**config.mk**
```make
export PLATFORM = sky130hd
export DESIGN_NAME = albe_front
export DESIGN_NICKNAME = d
export VERILOG_FILES = /design/src/rtl/albe_pkg.sv /design/src/rtl/albe_front.sv
export SDC_FILE = /design/constraint.sdc
export NUM_CORES = 1
export LEC_CHECK = 0
export BUFFER_PORTS_ARGS = -buffer_cell sky130_fd_sc_hd__buf_4
export CAP_MARGIN = 10
export CORE_AREA = 2 2 113 137
export DETAILED_ROUTE_END_ITERATION = 8
export DIE_AREA = 0 0 115 139
export PLACE_DENSITY = 0.83
export SLEW_MARGIN = 20
export SYNTH_ARGS = -nofsm -noshare
export SYNTH_HDL_FRONTEND = slang
export SYNTH_SLANG_ARGS = --single-unit
```
**constraint.sdc**
```tcl
create_clock -name i_clk -period 10.5 [get_ports i_clk]
set_input_delay 0.525 -clock i_clk [delete_from_list [all_inputs] [get_ports i_clk]]
set_output_delay 0.525 -clock i_clk [all_outputs]
set_load 0.03 [all_outputs]
```
**src/rtl/albe_pkg.sv**
```systemverilog
// albe_pkg.sv: shared types, constants and codes of the line blend engine
package albe_pkg;

    localparam int DEF_MAX_WIDTH  = 128;
    localparam int DEF_MAX_HEIGHT = 128;

    localparam int CW      = 12;   // signed walk coordinate
    localparam int EW      = 16;   // signed walk error
    localparam int DIV_NW  = 32;   // divider dividend / quotient width
    localparam int DIV_DW  = 16;   // divider divisor width
    localparam int QDEPTH  = 2;    // command queue entries

    localparam logic [1:0] MODE_PLACE = 2'd0;
    localparam logic [1:0] MODE_LINE  = 2'd1;
    localparam logic [1:0] MODE_READ  = 2'd2;

    localparam logic CFG_IMAGE_WIDTH  = 1'b0;
    localparam logic CFG_IMAGE_HEIGHT = 1'b1;

    localparam logic [7:0] IMG_SIZE_RESET = 8'd128;

    typedef struct packed {
        logic [1:0] mode;
        logic [6:0] start_x;
        logic [6:0] start_y;
        logic [6:0] end_x;
        logic [6:0] end_y;
        logic [9:0] line_width;
        logic [7:0] red;
        logic [7:0] green;
        logic [7:0] blue;
        logic [7:0] alpha;
    } t_in_item;

    typedef struct packed {
        logic [7:0]  out_red;
        logic [7:0]  out_green;
        logic [7:0]  out_blue;
        logic [7:0]  out_alpha;
        logic [15:0] pixels_written;
        logic        in_range;
    } t_out_item;

    typedef enum logic [1:0] {
        K_PLACE,
        K_LINE,
        K_READ,
        K_NONE
    } t_kind;

    typedef struct packed {
        t_kind       kind;
        logic [6:0]  x0;
        logic [6:0]  y0;
        logic [6:0]  x1;
        logic [6:0]  y1;
        logic [6:0]  dx;
        logic [6:0]  dy;
        logic        sx;     // 1: step +1
        logic        sy;
        logic [13:0] t8;     // half width plus one half, Q.8
        logic [7:0]  red;
        logic [7:0]  green;
        logic [7:0]  blue;
        logic [7:0]  alpha;
    } t_cmd;

    typedef enum logic [4:0] {
        S_CLEAR,
        S_IDLE,
        S_SQ_MUL,
        S_SQ_ITER,
        S_LIM,
        S_L_TOP,
        S_L_A,
        S_L_LOOP1,
        S_L_B,
        S_L_LOOP2,
        S_P_LOC,
        S_P_ADDR,
        S_P_WAIT,
        S_P_FDIV,
        S_P_FADE,
        S_B_MUL,
        S_B_OA,
        S_B_CH_MUL,
        S_B_CH_GO,
        S_B_CH_WAIT,
        S_P_WRITE,
        S_DONE
    } t_state;

endpackage

```
**src/rtl/albe_front.sv**
```systemverilog
// albe_front.sv: request intake, mode decode, line setup and command queue
module albe_front
    import albe_pkg::*;
(
    input  logic     i_clk,
    input  logic     i_rst_n,
    input  logic     i_in_valid,
    output logic     o_in_stall,
    input  t_in_item i_in_item,
    input  logic     i_clearing,
    output t_cmd     o_cmd,
    output logic     o_cmd_valid,
    input  logic     i_cmd_pop
);

    localparam int QAW = (QDEPTH > 1) ? $clog2(QDEPTH) : 1;
    localparam int QCW = $clog2(QDEPTH + 1);

    t_cmd           r_q [QDEPTH];
    logic [QAW-1:0] r_wp, r_rp;
    logic [QCW-1:0] r_cnt;
    t_cmd           w_cmd;
    logic           w_push;
    logic           w_full;

    assign w_full      = (r_cnt == QCW'(QDEPTH));
    assign o_in_stall  = w_full || i_clearing;
    assign w_push      = i_in_valid && !o_in_stall;
    assign o_cmd_valid = (r_cnt != '0);
    assign o_cmd       = r_q[r_rp];

    always_comb begin
        w_cmd       = '0;
        case (i_in_item.mode)
            MODE_PLACE: w_cmd.kind = K_PLACE;
            MODE_LINE:  w_cmd.kind = K_LINE;
            MODE_READ:  w_cmd.kind = K_READ;
            default:    w_cmd.kind = K_NONE;
        endcase
        w_cmd.x0    = i_in_item.start_x;
        w_cmd.y0    = i_in_item.start_y;
        w_cmd.x1    = i_in_item.end_x;
        w_cmd.y1    = i_in_item.end_y;
        w_cmd.dx    = (i_in_item.end_x > i_in_item.start_x) ?
                      i_in_item.end_x - i_in_item.start_x :
                      i_in_item.start_x - i_in_item.end_x;
        w_cmd.dy    = (i_in_item.end_y > i_in_item.start_y) ?
                      i_in_item.end_y - i_in_item.start_y :
                      i_in_item.start_y - i_in_item.end_y;
        w_cmd.sx    = (i_in_item.start_x < i_in_item.end_x);
        w_cmd.sy    = (i_in_item.start_y < i_in_item.end_y);
        w_cmd.t8    = {({1'b0, i_in_item.line_width} + 11'd16), 3'b000};
        w_cmd.red   = i_in_item.red;
        w_cmd.green = i_in_item.green;
        w_cmd.blue  = i_in_item.blue;
        w_cmd.alpha = i_in_item.alpha;
    end

    always_ff @(posedge i_clk) begin
        if (!i_rst_n) begin
            r_wp  <= '0;
            r_rp  <= '0;
            r_cnt <= '0;
        end else begin
            if (w_push) begin
                r_wp <= (r_wp == QAW'(QDEPTH - 1)) ? '0 : r_wp + QAW'(1);
            end
            if (i_cmd_pop) begin
                r_rp <= (r_rp == QAW'(QDEPTH - 1)) ? '0 : r_rp + QAW'(1);
            end
            if (w_push && !i_cmd_pop) begin
                r_cnt <= r_cnt + QCW'(1);
            end else if (!w_push && i_cmd_pop) begin
                r_cnt <= r_cnt - QCW'(1);
            end
        end
        if (w_push) begin
            r_q[r_wp] <= w_cmd;
        end
    end

endmodule

```
==> impl_metrics.toml <==
[synthesis]
ys_top_cells_by_area = "edfxtp_1, mux2_2, ha_1"
synthAdderAreaFrac = 0.0577
synth_top_family_by_area = "multiplexers"
synth_top_cell_area_share = 0.677
yosys.area_share.simple = 0.0216
ys_ff_latch = 183
yosysTopAreaCell = "edfxtp_1"
synth_compound_area_frac = 0.0382
synth_cells = 467
seq_area_frac_synth = 0.690
synth-xor-area-share = 0.0189
synth_warnings = 0
synth_area_per_cell_um2 = 16.9
ys_types = 42
muxShareOfSynthArea = 0.142
syn_area_um2 = 7890

[die]
die_w_um = 115
initial_utilization = 0.536
io_pins = 171
rows = 49
die_h_um = 139
dieArea_um2 = 16000
core_area_um2 = 14700

[cts]
insertion_delay_ps = 420
cts_resized = 0
cts_tree = "done"
post_cts_buffers = 0
clk_pin_slew_worst_paths_ps = 60
cts_sinks = 183
cts_hold_buf = 0
cts_max_level = 4
ctsLongestPathBuffers = 2
cts_buffers = 17
cts_root_buffer = "clkbuf_16"

[timing]
setup_slack_ps = 7600
finalCriticalPeriod_ps = 2900
maxSlewViolCount = 0
finalSetupViolations = 0
rsz0062_at_grt = "no"
fmax_ghz = 0.345
post-route-period-util = 0.276
hold_viol = 0
fin_hold_ws_ps = 285
fin_skew_ps = 9.07
tightest_slew_ps = 939
relSlewSlack = 0.374
finalSetupTns_ps = 0

[setup_path]
cp_cell_sequence = "buf_4 -> mux2_2 -> buf_4"
worst-path-max-fanout = 72
startpoint_type = "flop"
criticalPathCategory = "reg2out"
path_buf_inv = 2
arrival_ps = 2370
max_stage_delay_ps = 790
cp-end-kind = "output port"
critPathTopFamily = "buffers and inverters"
required_ps = 9980
crit_top_cell = "buf_4"
cp_slowest_cell = "buf_4"
r2r_slack_ps = 7940

[routing]
wl_um = 14900
met2_length_um = 8120
viasPerCell = 5.40
drc_errors = 0
wl_per_cell_um = 17.9
wl_met3_um = 756
top_layer_used = "met4"
vias = 4480
dr.pass1.iters = 5
drtIter0Drc = 231
ant_nets = 0
m1WireLength_um = 5420

[pwr]
p_leak_uw = 0.00385
finalPower_uw = 1800
vdd_drop_max_uv = 128
p_per_area_nw_per_um2 = 182

[grt]
grt_overflow = 0
grt_start_max_net_pins = 90
first_global_vias = 4949
grt_pass1_wl_um = 23400
antenna_found_initial = 0
track_usage = 0.192

[placed_design]
dp_hpwl_um = 10100
port_buffers = 167
dpl_worst_slack_ps = 7750
place_congestion = 0.819

[layout]
n_antenna_cell = 0
final_nets = 750
area_delta_synth_final_pct = 25.3
drive_above_1_share = 0.449
finish.utilization = 0.672

[min_path]
holdCritPathClass = "in2reg"

[job]
cap_violations = 0

[run_status]
run_status = "complete, no violations"
[report_power, final]
part / internal [µW] / switching [µW] / leakage (µW)
Clock: 348 / 257 / 0.000264
Combinational: 138 / 192 / 0.00191
Sequential: 853 / 12.5 / 0.00167
[synth_stat cells (all sizes together)]
| cell type | number |
|---|---|
| and2 | 7 |
| nand4 | 2 |
| nand3b | 1 |
| a21o | 4 |
| inv | 35 |
| a221oi | 5 |
| o221ai | 1 |
| mux2 | 90 |
| edfxtp | 178 |
| or2 | 2 |
| a31oi | 3 |
| a21oi | 12 |
| nor2 | 2 |
| nand2 | 7 |
| o22ai | 1 |
| o31a | 1 |
| ha | 30 |
| clkbuf | 12 |
| o22a | 3 |
| nand3 | 4 |
| fa | 4 |
| or3 | 1 |
| a211oi | 1 |
| a221o | 1 |
| dfxtp | 5 |
| nor2b | 1 |
| a21boi | 2 |
| o21ai | 9 |
| xor2 | 8 |
| conb | 1 |
| o21bai | 1 |
| and3 | 3 |
| mux2i | 11 |
| and4 | 1 |
| buf | 8 |
| xnor2 | 9 |
| o21a | 1 |
[worst paths after layout]
kind           startpoint    endpoint  depth (start not counted)
max                  flop   o_cmd[73]                          3
min          i_in_item[1]   r_q[0][1]                          1
min reg2reg      r_cnt[1]    r_cnt[1]                          2
max reg2reg      r_cnt[0]  r_q[0][51]                          6
[routing by layer]
layer | vias up | global-route usage
li1 | 2098 | -
met1 | 2165 | 0.195
met2 | 176 | 0.351
met3 | 41 | 0.0441
met4 | 0 | 0.113
met5 | - | 0
[cell type report]
class | count | area [µm²]
Fill cell | 1002 | 4830
Sequential cell | 183 | 5450
Clock buffer | 19 | 433
Inverter | 35 | 131
Timing Repair Buffer | 171 | 1300
Tap cell | 178 | 223
Clock inverter | 13 | 129
Multi-Input combinational cell | 231 | 2220
[cell families after synthesis]
| group | after synthesis |
|---|---|
| AND/OR/NAND/NOR | 31 |
| multiplexers | 101 |
| flip-flops | 183 |
| adder cells (fa/ha/maj) | 34 |
| buffers and inverters | 55 |
| XOR/XNOR | 17 |
| other | 1 |
| AO/OA/AOI/OAI | 45 |
[stage by stage]
stage | instances | instance area (µm²)
after floorplan | 469 | 7900
after global placement | 797 | 9300
after detailed placement | 798 | 9320
after CTS | 830 | 9880
after global routing | 830 | 9890
final | 830 | 9890
[registers in the layout, indices dropped and copies added (netlist names), named ones only]
register  flops
r_wp          1
r_cnt         2
r_q         178
r_rp          1
[worst register-to-register path, cell delays in order (launching register included)]
cell and delay [ps]:
dfxtp_1 390, inv_1 60, a21oi_1 220, nand2_1 170, nor2_4 480, buf_12 270
buf_4 580
[cell usage in the layout (no fill, tap or decap), types with 2 or more instances in the layout]
master,instances
a21o_1,4
a21oi_1,12
a221oi_1,5
a31oi_1,2
and2_1,7
and3_1,2
buf_4,169
bufinv_16,2
clkbuf_1,2
clkbuf_16,17
clkinv_1,4
clkinvlp_4,3
conb_1,3
dfxtp_1,4
edfxtp_1,178
fa_1,4
ha_1,30
inv_1,35
inv_6,2
mux2_2,90
mux2i_1,11
nand2_1,7
nand3_1,4
nand4_1,2
o21ai_0,8
o22a_1,3
or2_2,2
xnor2_1,9
xor2_1,8
(Power assumes the default switching activity.)
